==> config.mk <==
export PLATFORM = sky130hd
export DESIGN_NAME = addressed_message_framer
export DESIGN_NICKNAME = d
export VERILOG_FILES = /design/src/amf_pkg.sv /design/src/amf_dabble_stage.sv /design/src/amf_serializer.sv /design/src/addressed_message_framer.sv
export SDC_FILE = /design/constraint.sdc
export NUM_CORES = 1
export LEC_CHECK = 0
export ABC_AREA = 0
export BUFFER_PORTS_ARGS = -buffer_cell sky130_fd_sc_hd__buf_2
export CORE_MARGIN = 2
export CORE_UTILIZATION = 63
export CTS_CLUSTER_SIZE = 8
export DETAILED_ROUTE_END_ITERATION = 10
export PLACE_DENSITY_LB_ADDON = 0.08
export SKIP_LAST_GASP = 1
export SLEW_MARGIN = 0
export SYNTH_ARGS = -nofsm -noshare
export SYNTH_HDL_FRONTEND = slang
export SYNTH_SLANG_ARGS = --single-unit
==> constraint.sdc <==
create_clock -name clk -period 12.7 [get_ports clk]
set_input_delay 1.27 -clock clk [delete_from_list [all_inputs] [get_ports clk]]
set_output_delay 1.27 -clock clk [all_outputs]
set_load 0.02 [all_outputs]
==> src/amf_pkg.sv <==
// ----------------------------------------------------------------------------
// amf_pkg
// Shared types and constants of the addressed message framer.
// ----------------------------------------------------------------------------
package amf_pkg;

	localparam int MAX_TEXT_CHARS = 8;
	localparam int TEXT_W         = 8 * MAX_TEXT_CHARS;
	localparam int NUM_W          = 32;
	localparam int DIGITS         = 10;
	localparam int BCD_W          = 4 * DIGITS;
	localparam int DABBLE_STEPS   = 8;
	localparam int DABBLE_STAGES  = NUM_W / DABBLE_STEPS;
	localparam int PAY_MAX        = DIGITS;
	localparam int CNT_W          = 4;
	localparam int IN_W           = 128;

	localparam logic [7:0] ASCII_ZERO    = 8'h30;
	localparam logic [7:0] ASCII_NEWLINE = 8'h0A;

	typedef enum logic [2:0] {
		CMD_NONE  = 3'd0,
		CMD_DEC3  = 3'd1,
		CMD_DEC5  = 3'd2,
		CMD_DEC10 = 3'd3,
		CMD_TEXT  = 3'd4
	} cmd_t;

	// one request on its way through the conversion pipeline
	typedef struct packed {
		cmd_t                    cmd;
		logic [7:0]              addr;
		logic [7:0]              char0;
		logic [7:0]              char1;
		logic [NUM_W-1:0]        bin;
		logic [BCD_W-1:0]        bcd;
		logic [TEXT_W-1:0]       text;
		logic [CNT_W-1:0]        text_len;
	} frame_t;

endpackage

==> src/amf_dabble_stage.sv <==
// ----------------------------------------------------------------------------
// amf_dabble_stage
// One pipeline stage of the binary to BCD converter: eight shift-and-add-3
// steps, registered, with valid/ready flow control.
// ----------------------------------------------------------------------------
module amf_dabble_stage (
	input  logic              clk,
	input  logic              arst_n,
	input  logic              in_valid,
	output logic              in_ready,
	input  amf_pkg::frame_t   in_data,
	output logic              out_valid,
	input  logic              out_ready,
	output amf_pkg::frame_t   out_data
);

	logic            valid_q;
	amf_pkg::frame_t data_q;
	amf_pkg::frame_t next_data;
	logic            advance;

	assign advance  = !valid_q || out_ready;
	assign in_ready = advance;

	always_comb begin
		logic [amf_pkg::BCD_W-1:0] bcd;
		logic [amf_pkg::NUM_W-1:0] bin;
		bcd       = in_data.bcd;
		bin       = in_data.bin;
		next_data = in_data;
		for (int k = 0; k < amf_pkg::DABBLE_STEPS; k++) begin
			for (int d = 0; d < amf_pkg::DIGITS; d++) begin
				if (bcd[4*d +: 4] >= 4'd5) begin
					bcd[4*d +: 4] = bcd[4*d +: 4] + 4'd3;
				end
			end
			bcd = {bcd[amf_pkg::BCD_W-2:0], bin[amf_pkg::NUM_W-1]};
			bin = {bin[amf_pkg::NUM_W-2:0], 1'b0};
		end
		next_data.bcd = bcd;
		next_data.bin = bin;
	end

	always_ff @(posedge clk or negedge arst_n) begin
		if (!arst_n) begin
			valid_q <= 1'b0;
		end else if (advance) begin
			valid_q <= in_valid;
		end
	end

	always_ff @(posedge clk) begin
		if (advance && in_valid) begin
			data_q <= next_data;
		end
	end

	assign out_valid = valid_q;
	assign out_data  = data_q;

endmodule

==> src/amf_serializer.sv <==
// ----------------------------------------------------------------------------
// amf_serializer
// Lays out one converted request as a frame and sends it one symbol per
// cycle while out_ready does not stall it, through a registered output.
// ----------------------------------------------------------------------------
module amf_serializer (
	input  logic              clk,
	input  logic              arst_n,
	input  logic              in_valid,
	output logic              in_ready,
	input  amf_pkg::frame_t   in_data,
	output logic              out_valid,
	input  logic              out_ready,
	output logic [7:0]        out_symbol,
	output logic              out_mark,
	output logic              out_last
);

	logic [amf_pkg::BCD_W-1:0]        aligned;
	logic [7:0]                       pay_next [amf_pkg::PAY_MAX];
	logic [amf_pkg::CNT_W-1:0]        plen_next;

	logic                             frame_v_q;
	logic [7:0]                       addr_q;
	logic [7:0]                       char0_q;
	logic [7:0]                       char1_q;
	logic [7:0]                       pay_q [amf_pkg::PAY_MAX];
	logic [amf_pkg::CNT_W-1:0]        last_idx_q;
	logic [amf_pkg::CNT_W-1:0]        idx_q;
	logic [amf_pkg::CNT_W-1:0]        pidx;

	logic                             out_v_q;
	logic [7:0]                       sym_q;
	logic                             mark_q;
	logic                             last_q;

	logic                             issue;
	logic                             is_last;
	logic [7:0]                       sym;

	// digits come out most significant first: push the wanted digits to the top
	always_comb begin
		aligned   = in_data.bcd;
		plen_next = '0;
		unique case (in_data.cmd)
			amf_pkg::CMD_DEC3: begin
				aligned   = in_data.bcd << (4 * (amf_pkg::DIGITS - 3));
				plen_next = amf_pkg::CNT_W'(3);
			end
			amf_pkg::CMD_DEC5: begin
				aligned   = in_data.bcd << (4 * (amf_pkg::DIGITS - 5));
				plen_next = amf_pkg::CNT_W'(5);
			end
			amf_pkg::CMD_DEC10: begin
				plen_next = amf_pkg::CNT_W'(amf_pkg::DIGITS);
			end
			amf_pkg::CMD_TEXT: begin
				plen_next = in_data.text_len;
			end
			default: begin
				plen_next = '0;
			end
		endcase
	end

	always_comb begin
		for (int p = 0; p < amf_pkg::PAY_MAX; p++) begin
			pay_next[p] = amf_pkg::ASCII_ZERO
				+ {4'b0000, aligned[4*(amf_pkg::DIGITS-1-p) +: 4]};
		end
		if (in_data.cmd == amf_pkg::CMD_TEXT) begin
			for (int p = 0; p < amf_pkg::PAY_MAX; p++) begin
				pay_next[p] = 8'h00;
			end
			for (int p = 0; p < amf_pkg::MAX_TEXT_CHARS; p++) begin
				pay_next[p] = in_data.text[8*p +: 8];
			end
		end
	end

	assign issue    = frame_v_q && (!out_v_q || out_ready);
	assign is_last  = (idx_q == last_idx_q);
	assign in_ready = !frame_v_q || (issue && is_last);
	assign pidx     = idx_q - amf_pkg::CNT_W'(3);

	always_comb begin
		priority if (idx_q == amf_pkg::CNT_W'(0)) begin
			sym = addr_q;
		end else if (idx_q == amf_pkg::CNT_W'(1)) begin
			sym = char0_q;
		end else if (idx_q == amf_pkg::CNT_W'(2)) begin
			sym = char1_q;
		end else if (is_last) begin
			sym = amf_pkg::ASCII_NEWLINE;
		end else if (pidx < amf_pkg::CNT_W'(amf_pkg::PAY_MAX)) begin
			sym = pay_q[pidx];
		end else begin
			sym = amf_pkg::ASCII_NEWLINE;
		end
	end

	always_ff @(posedge clk or negedge arst_n) begin
		if (!arst_n) begin
			frame_v_q <= 1'b0;
			idx_q     <= '0;
			out_v_q   <= 1'b0;
		end else begin
			if (in_ready && in_valid) begin
				frame_v_q <= 1'b1;
				idx_q     <= '0;
			end else if (issue && is_last) begin
				frame_v_q <= 1'b0;
			end else if (issue) begin
				idx_q <= idx_q + amf_pkg::CNT_W'(1);
			end
			if (issue) begin
				out_v_q <= 1'b1;
			end else if (out_ready) begin
				out_v_q <= 1'b0;
			end
		end
	end

	always_ff @(posedge clk) begin
		if (in_ready && in_valid) begin
			addr_q     <= in_data.addr;
			char0_q    <= in_data.char0;
			char1_q    <= in_data.char1;
			pay_q      <= pay_next;
			last_idx_q <= plen_next + amf_pkg::CNT_W'(3);
		end
		if (issue) begin
			sym_q  <= sym;
			mark_q <= (idx_q == amf_pkg::CNT_W'(0));
			last_q <= is_last;
		end
	end

	assign out_valid  = out_v_q;
	assign out_symbol = sym_q;
	assign out_mark   = mark_q;
	assign out_last   = last_q;

	a_mark_not_last: assert property (@(posedge clk) disable iff (!arst_n)
		out_v_q && mark_q |-> !last_q)
		else $error("address symbol flagged last");

	a_idx_in_frame: assert property (@(posedge clk) disable iff (!arst_n)
		frame_v_q |-> idx_q <= last_idx_q)
		else $error("symbol index beyond frame end");

	a_first_marked: assert property (@(posedge clk) disable iff (!arst_n)
		issue && idx_q == amf_pkg::CNT_W'(0) |=> out_v_q && mark_q)
		else $error("first symbol lost its address mark");

	a_last_flag: assert property (@(posedge clk) disable iff (!arst_n)
		issue && is_last |=> out_v_q && last_q && sym_q == amf_pkg::ASCII_NEWLINE)
		else $error("frame not closed by a newline");

endmodule

==> src/addressed_message_framer.sv <==
// Path: a request passes the input register, the four conversion stages and the serializer's
// frame and output registers; then one symbol per cycle while m_tready is high.
// Throughput: a frame of 4 to 14 symbols leaves at one symbol per cycle while m_tready is high;
// the serializer takes the next request as the last symbol leaves, so it sets the request rate.
// Conversion: four register stages of eight binary-to-BCD steps each.
// Reset: arst_n clears the valid flags and the serializer's symbol index; no frame is in flight after reset.
// ----------------------------------------------------------------------------
// addressed_message_framer
// Builds 9-bit multidrop frames: address, two characters, decimal or text
// payload, newline.
// ----------------------------------------------------------------------------
module addressed_message_framer (
	input  logic         clk,
	input  logic         arst_n,
	input  logic         s_tvalid,
	output logic         s_tready,
	// command[2:0], slave_address[10:3], first_char[18:11], second_char[26:19],
	// number[58:27], text_lower[90:59], text_upper[122:91], zero fill
	input  logic [127:0] s_tdata,
	output logic         m_tvalid,
	input  logic         m_tready,
	output logic [7:0]   m_tdata,  // symbol[7:0]
	output logic         m_tuser,  // address_mark
	output logic         m_tlast
);

	localparam int NS = amf_pkg::DABBLE_STAGES;

	logic                 v_s1;
	amf_pkg::frame_t      d_s1;
	amf_pkg::frame_t      d_next;
	logic                 adv_s1;

	logic                 st_valid [NS+1];
	logic                 st_ready [NS+1];
	amf_pkg::frame_t      st_data  [NS+1];

	always_comb begin
		logic [amf_pkg::TEXT_W-1:0] text;
		logic                       stop;
		logic [amf_pkg::CNT_W-1:0]  len;
		text = {s_tdata[122:91], s_tdata[90:59]};
		stop = 1'b0;
		len  = '0;
		for (int i = 0; i < amf_pkg::MAX_TEXT_CHARS; i++) begin
			if (text[8*i +: 8] == 8'h00) begin
				stop = 1'b1;
			end
			if (!stop) begin
				len = len + amf_pkg::CNT_W'(1);
			end
		end
		d_next.cmd      = amf_pkg::cmd_t'(s_tdata[2:0]);
		d_next.addr     = s_tdata[10:3];
		d_next.char0    = s_tdata[18:11];
		d_next.char1    = s_tdata[26:19];
		d_next.bcd      = '0;
		d_next.text     = text;
		d_next.text_len = len;
		unique case (amf_pkg::cmd_t'(s_tdata[2:0]))
			amf_pkg::CMD_DEC3:  d_next.bin = {24'h000000, s_tdata[34:27]};
			amf_pkg::CMD_DEC5:  d_next.bin = {16'h0000, s_tdata[42:27]};
			default:            d_next.bin = s_tdata[58:27];
		endcase
	end

	assign adv_s1   = !v_s1 || st_ready[0];
	assign s_tready = adv_s1;

	always_ff @(posedge clk or negedge arst_n) begin
		if (!arst_n) begin
			v_s1 <= 1'b0;
		end else if (adv_s1) begin
			v_s1 <= s_tvalid;
		end
	end

	always_ff @(posedge clk) begin
		if (adv_s1 && s_tvalid) begin
			d_s1 <= d_next;
		end
	end

	assign st_valid[0] = v_s1;
	assign st_data[0]  = d_s1;

	for (genvar g = 0; g < NS; g++) begin : g_dabble
		amf_dabble_stage u_stage (
			.clk       (clk),
			.arst_n    (arst_n),
			.in_valid  (st_valid[g]),
			.in_ready  (st_ready[g]),
			.in_data   (st_data[g]),
			.out_valid (st_valid[g+1]),
			.out_ready (st_ready[g+1]),
			.out_data  (st_data[g+1])
		);
	end

	amf_serializer u_ser (
		.clk        (clk),
		.arst_n     (arst_n),
		.in_valid   (st_valid[NS]),
		.in_ready   (st_ready[NS]),
		.in_data    (st_data[NS]),
		.out_valid  (m_tvalid),
		.out_ready  (m_tready),
		.out_symbol (m_tdata),
		.out_mark   (m_tuser),
		.out_last   (m_tlast)
	);

endmodule
==> results.json <==
{
  "outcome": "finished, final reports clean",
  "clock_path_buffers": 3,
  "coreArea_um2": 71500,
  "rsz0062_at_grt": "no",
  "min-delay-start": "d_s1[38]$_DFFE_PP_",
  "wire_per_inst_um": 17.0,
  "netlist_area_um2": 45500,
  "layout_setup_ws_ps": 4960,
  "worst_r2r_path_depth": 34,
  "gp_congestion": 0.853,
  "cts_resized": 0,
  "ant_nets": 0,
  "synth_warnings": 0,
  "fin_tns_setup_ps": 0,
  "min_path_type": "flip-flop to flip-flop",
  "synth-main-ff-cell": "edfxtp_1",
  "crit_family": "compound AO/OA/AOI/OAI gates",
  "clk_pin_slew_ps": 60,
  "path_max_fanout": 9,
  "startpoint_type": "flip-flop",
  "cts_root_buf": "clkbuf_16",
  "slowest_stage": "edfxtp_1",
  "grt_pass1_vias": 29200,
  "max_cap_violations": 0,
  "finalSetupViolCount": 0,
  "ys_seq_elements": 779,
  "fin_skew_ps": 62.2,
  "fmax_ghz": 0.129,
  "synthDistinctLibCells": 136,
  "initial_core_util_pct": 63.7,
  "post_cts_buffers": 0,
  "tritoncts": "built",
  "min_path_cells": 0,
  "critical_path_arrival_ps": 8100,
  "hpwlAfterDp_um": 59900,
  "drc": 0,
  "layout-drive-gt1-share_pct": 13.5,
  "drt-initial-drc-count": 2531,
  "final_hold_viol_count": 0,
  "required_ps": 13060,
  "synth_top_family_by_area": "compound AO/OA/AOI/OAI gates",
  "io_pins": 144,
  "cpPeakStageDelay_ps": 510,
  "min_to": "g_dabble[0].u_stage.out_data[38]$_DFFE_PP_",
  "period_share_pct": 61.0,
  "fp.dieH_um": 273,
  "drt_wl_total_um": 89600,
  "yosysTopAreaCellShare_pct": 50.6,
  "syn_avg_cell_area_um2": 11.0,
  "track_usage_pct": 23.7,
  "ys_seq_area_share_pct": 51.2,
  "period_needed_ps": 7740,
  "syn_inst": 4133,
  "synthesis.nets": 4424,
  "yosysTopAreaCell": "edfxtp_1",
  "drv_slew": 0,
  "cts_hold_buf": 0,
  "synthMuxAreaShare_pct": 4.99,
  "reg2reg_slack_ps": 4960,
  "antenna_found_initial": 3,
  "grt_max_degree": 75,
  "synth.area.top_cells": "edfxtp_1 (51%), ha_1 (4.4%), nand2_1 (2.8%), o21ai_0 (2.6%), a21oi_1 (2.6%)",
  "synth-compound-area-share_pct": 19.5,
  "tightest_slew_ps": 1130,
  "crit_top_cell": "ha_1",
  "cts.sinks": 779,
  "r2r_start": "g_dabble[0].u_stage.out_data[68]$_DFFE_PP_",
  "relSlewSlack_pct": 24.7,
  "synthSimpleGateAreaFrac_pct": 13.7,
  "synthArstFlopShare_pct": 1.41,
  "nNetsFinal": 4579,
  "firstDrtPassIters": 6,
  "detail_route.vias_per_cell": 6.06,
  "dieArea_um2": 74400,
  "grt_pass1_wl_um": 145000,
  "synth-edff-count": 768,
  "synthXorXnorAreaFrac_pct": 3.13,
  "die_x_um": 273,
  "clk-insertion-delay-late_ps": 690,
  "dp_slack_ps": 5110,
  "cts_inserted_buffers": 108,
  "worst-path-buf-inv": 6,
  "htree_levels": 3,
  "syn2layout_area_growth_pct": 10.2,
  "rows": 98,
  "grt_overflow_total": 0,
  "worstReg2RegEnd": "g_dabble[1].u_stage.out_data[74]$_DFFE_PP_",
  "end_kind": "flip-flop",
  "synth_fa_ha_area_share_pct": 4.43,
  "crit_type": "flip-flop to flip-flop",
  "place.port_buffers": 138,
  "dr_total_vias": 31900
}
-- synthesized netlist by cell type (20+ instances only) --
cell type	count
and3_1	24
o22ai_1	43
o21a_1	45
a21oi_1	237
o21ai_1	52
ha_1	159
clkbuf_1	80
inv_1	213
nand3b_1	20
and2_1	80
o31ai_1	22
buf_2	26
a22oi_1	21
or3_1	52
o211ai_1	46
xor2_1	36
nand2_1	343
or2_2	30
nand2b_1	78
a22o_1	26
edfxtp_1	768
nor2b_1	67
a31oi_1	44
a211o_1	28
nor4_1	23
mux2i_1	91
nand3_1	73
a211oi_1	54
mux2_2	59
a21o_1	58
nor2_1	301
o21bai_1	27
xnor2_1	82
nor3_1	68
o21ai_0	240
-- final cells by class --
cell class	count	area, um2
clock buffer	122	2770
tap	950	1190
antenna	2	5.00
inverter	232	871
timing repair buffer	163	878
fill	4968	21300
sequential	779	23300
clock inverter	10	234
multi-input combinational	3004	20900
-- flip-flops by register name (all words and copies together) (netlist names), 4 cells and up --
signal                      flops
u_ser.char1_q                   8
u_ser.pay_q                    73
d_s1                          127
u_ser.idx_q                     4
u_ser.last_idx_q                4
g_dabble.u_stage.out_data     530
g_dabble.u_stage.out_valid      4
u_ser.char0_q                   8
u_ser.addr_q                    8
u_ser.out_symbol                8
-- per-stage QoR --
step | hold slack (ps) | util (%) | instances | instance area, um2
after CTS | 350 | 70.2 | 5260 | 50200
final | 364 | 70.2 | 5262 | 50200
after global routing | 372 | 70.2 | 5262 | 50200
after detailed placement | 405 | 66.0 | 5128 | 47200
after floorplan | 400 | - | 4133 | 45500
after global placement | 400 | 66.0 | 5128 | 47200
-- routing by layer --
| metal | routed length, um | vias to the layer above | GRT usage [%] | part of all wire (%) |
|---|---|---|---|---|
| li1 | - | 16000 | - | - |
| met1 | 41200 | 14900 | 34.1 | 46 |
| met2 | 41600 | 818 | 38.2 | 46 |
| met3 | 4700 | 160 | 2.93 | 5.3 |
| met4 | 2050 | 0 | 6.74 | 2.3 |
| met5 | 0 | - | 0 | 0 |
-- worst register-to-register path, delay by kind of cell, from the launching register on --
kind,cells,cell delay (ps)
adders and majority gates,6,1410
buffers and inverters,6,720
and+or+nand+nor,11,2050
DFF,1,510
AOI/OAI and AO/OA,10,2430
muxes,1,340
-- cell families after synthesis --
| family | after synthesis |
|---|---|
| adders and majority gates | 162 |
| and+or+nand+nor | 1255 |
| buffers and inverters | 350 |
| muxes | 188 |
| xor gates and xnor gates | 142 |
| DFF | 779 |
| AOI/OAI and AO/OA | 1257 |
-- placed cells by master, fill, tap and decap left out, types with 26 or more instances in the layout --
| cell type | netlist | layout |
|---|---|---|
| a211o_1 | 28 | 28 |
| a211oi_1 | 54 | 54 |
| a21o_1 | 58 | 58 |
| a21oi_1 | 237 | 237 |
| a22o_1 | 26 | 26 |
| a31oi_1 | 44 | 43 |
| and2_1 | 80 | 76 |
| buf_2 | 26 | 138 |
| clkbuf_16 | 0 | 108 |
| edfxtp_1 | 768 | 768 |
| ha_1 | 159 | 159 |
| inv_1 | 213 | 213 |
| mux2_2 | 59 | 59 |
| mux2i_1 | 91 | 91 |
| nand2_1 | 343 | 343 |
| nand2b_1 | 78 | 78 |
| nand3_1 | 73 | 73 |
| nor2_1 | 301 | 301 |
| nor2b_1 | 67 | 66 |
| nor3_1 | 68 | 68 |
| o211ai_1 | 46 | 46 |
| o21a_1 | 45 | 45 |
| o21ai_0 | 240 | 240 |
| o21ai_1 | 52 | 52 |
| o21bai_1 | 27 | 27 |
| o22ai_1 | 43 | 43 |
| or2_2 | 30 | 30 |
| or3_1 | 52 | 52 |
| xnor2_1 | 82 | 82 |
| xor2_1 | 36 | 36 |
-- worst max-delay path by stage --
stage	startpoint	to	slack, ps	depth (start not counted)
global placement	g_dabble[0].u_stage.out_data[68]$_DFFE_PP_	g_dabble[1].u_stage.out_data[74]$_DFFE_PP_	5230	34
global route	g_dabble[0].u_stage.out_data[68]$_DFFE_PP_	g_dabble[1].u_stage.out_data[74]$_DFFE_PP_	4400	34
finish	g_dabble[0].u_stage.out_data[68]$_DFFE_PP_	g_dabble[1].u_stage.out_data[74]$_DFFE_PP_	4960	34
floorplan	u_ser.idx_q[0]$_DFFE_PN0P_	g_dabble[2].u_stage.out_data[0]$_DFFE_PP_	3660	5
CTS	g_dabble[0].u_stage.out_data[68]$_DFFE_PP_	g_dabble[1].u_stage.out_data[74]$_DFFE_PP_	5080	34
detailed placement	g_dabble[0].u_stage.out_data[68]$_DFFE_PP_	g_dabble[1].u_stage.out_data[74]$_DFFE_PP_	5110	34
Power is not shown: default switching activity piles up to over one toggle a cycle in this logic, so the estimate is an artifact.
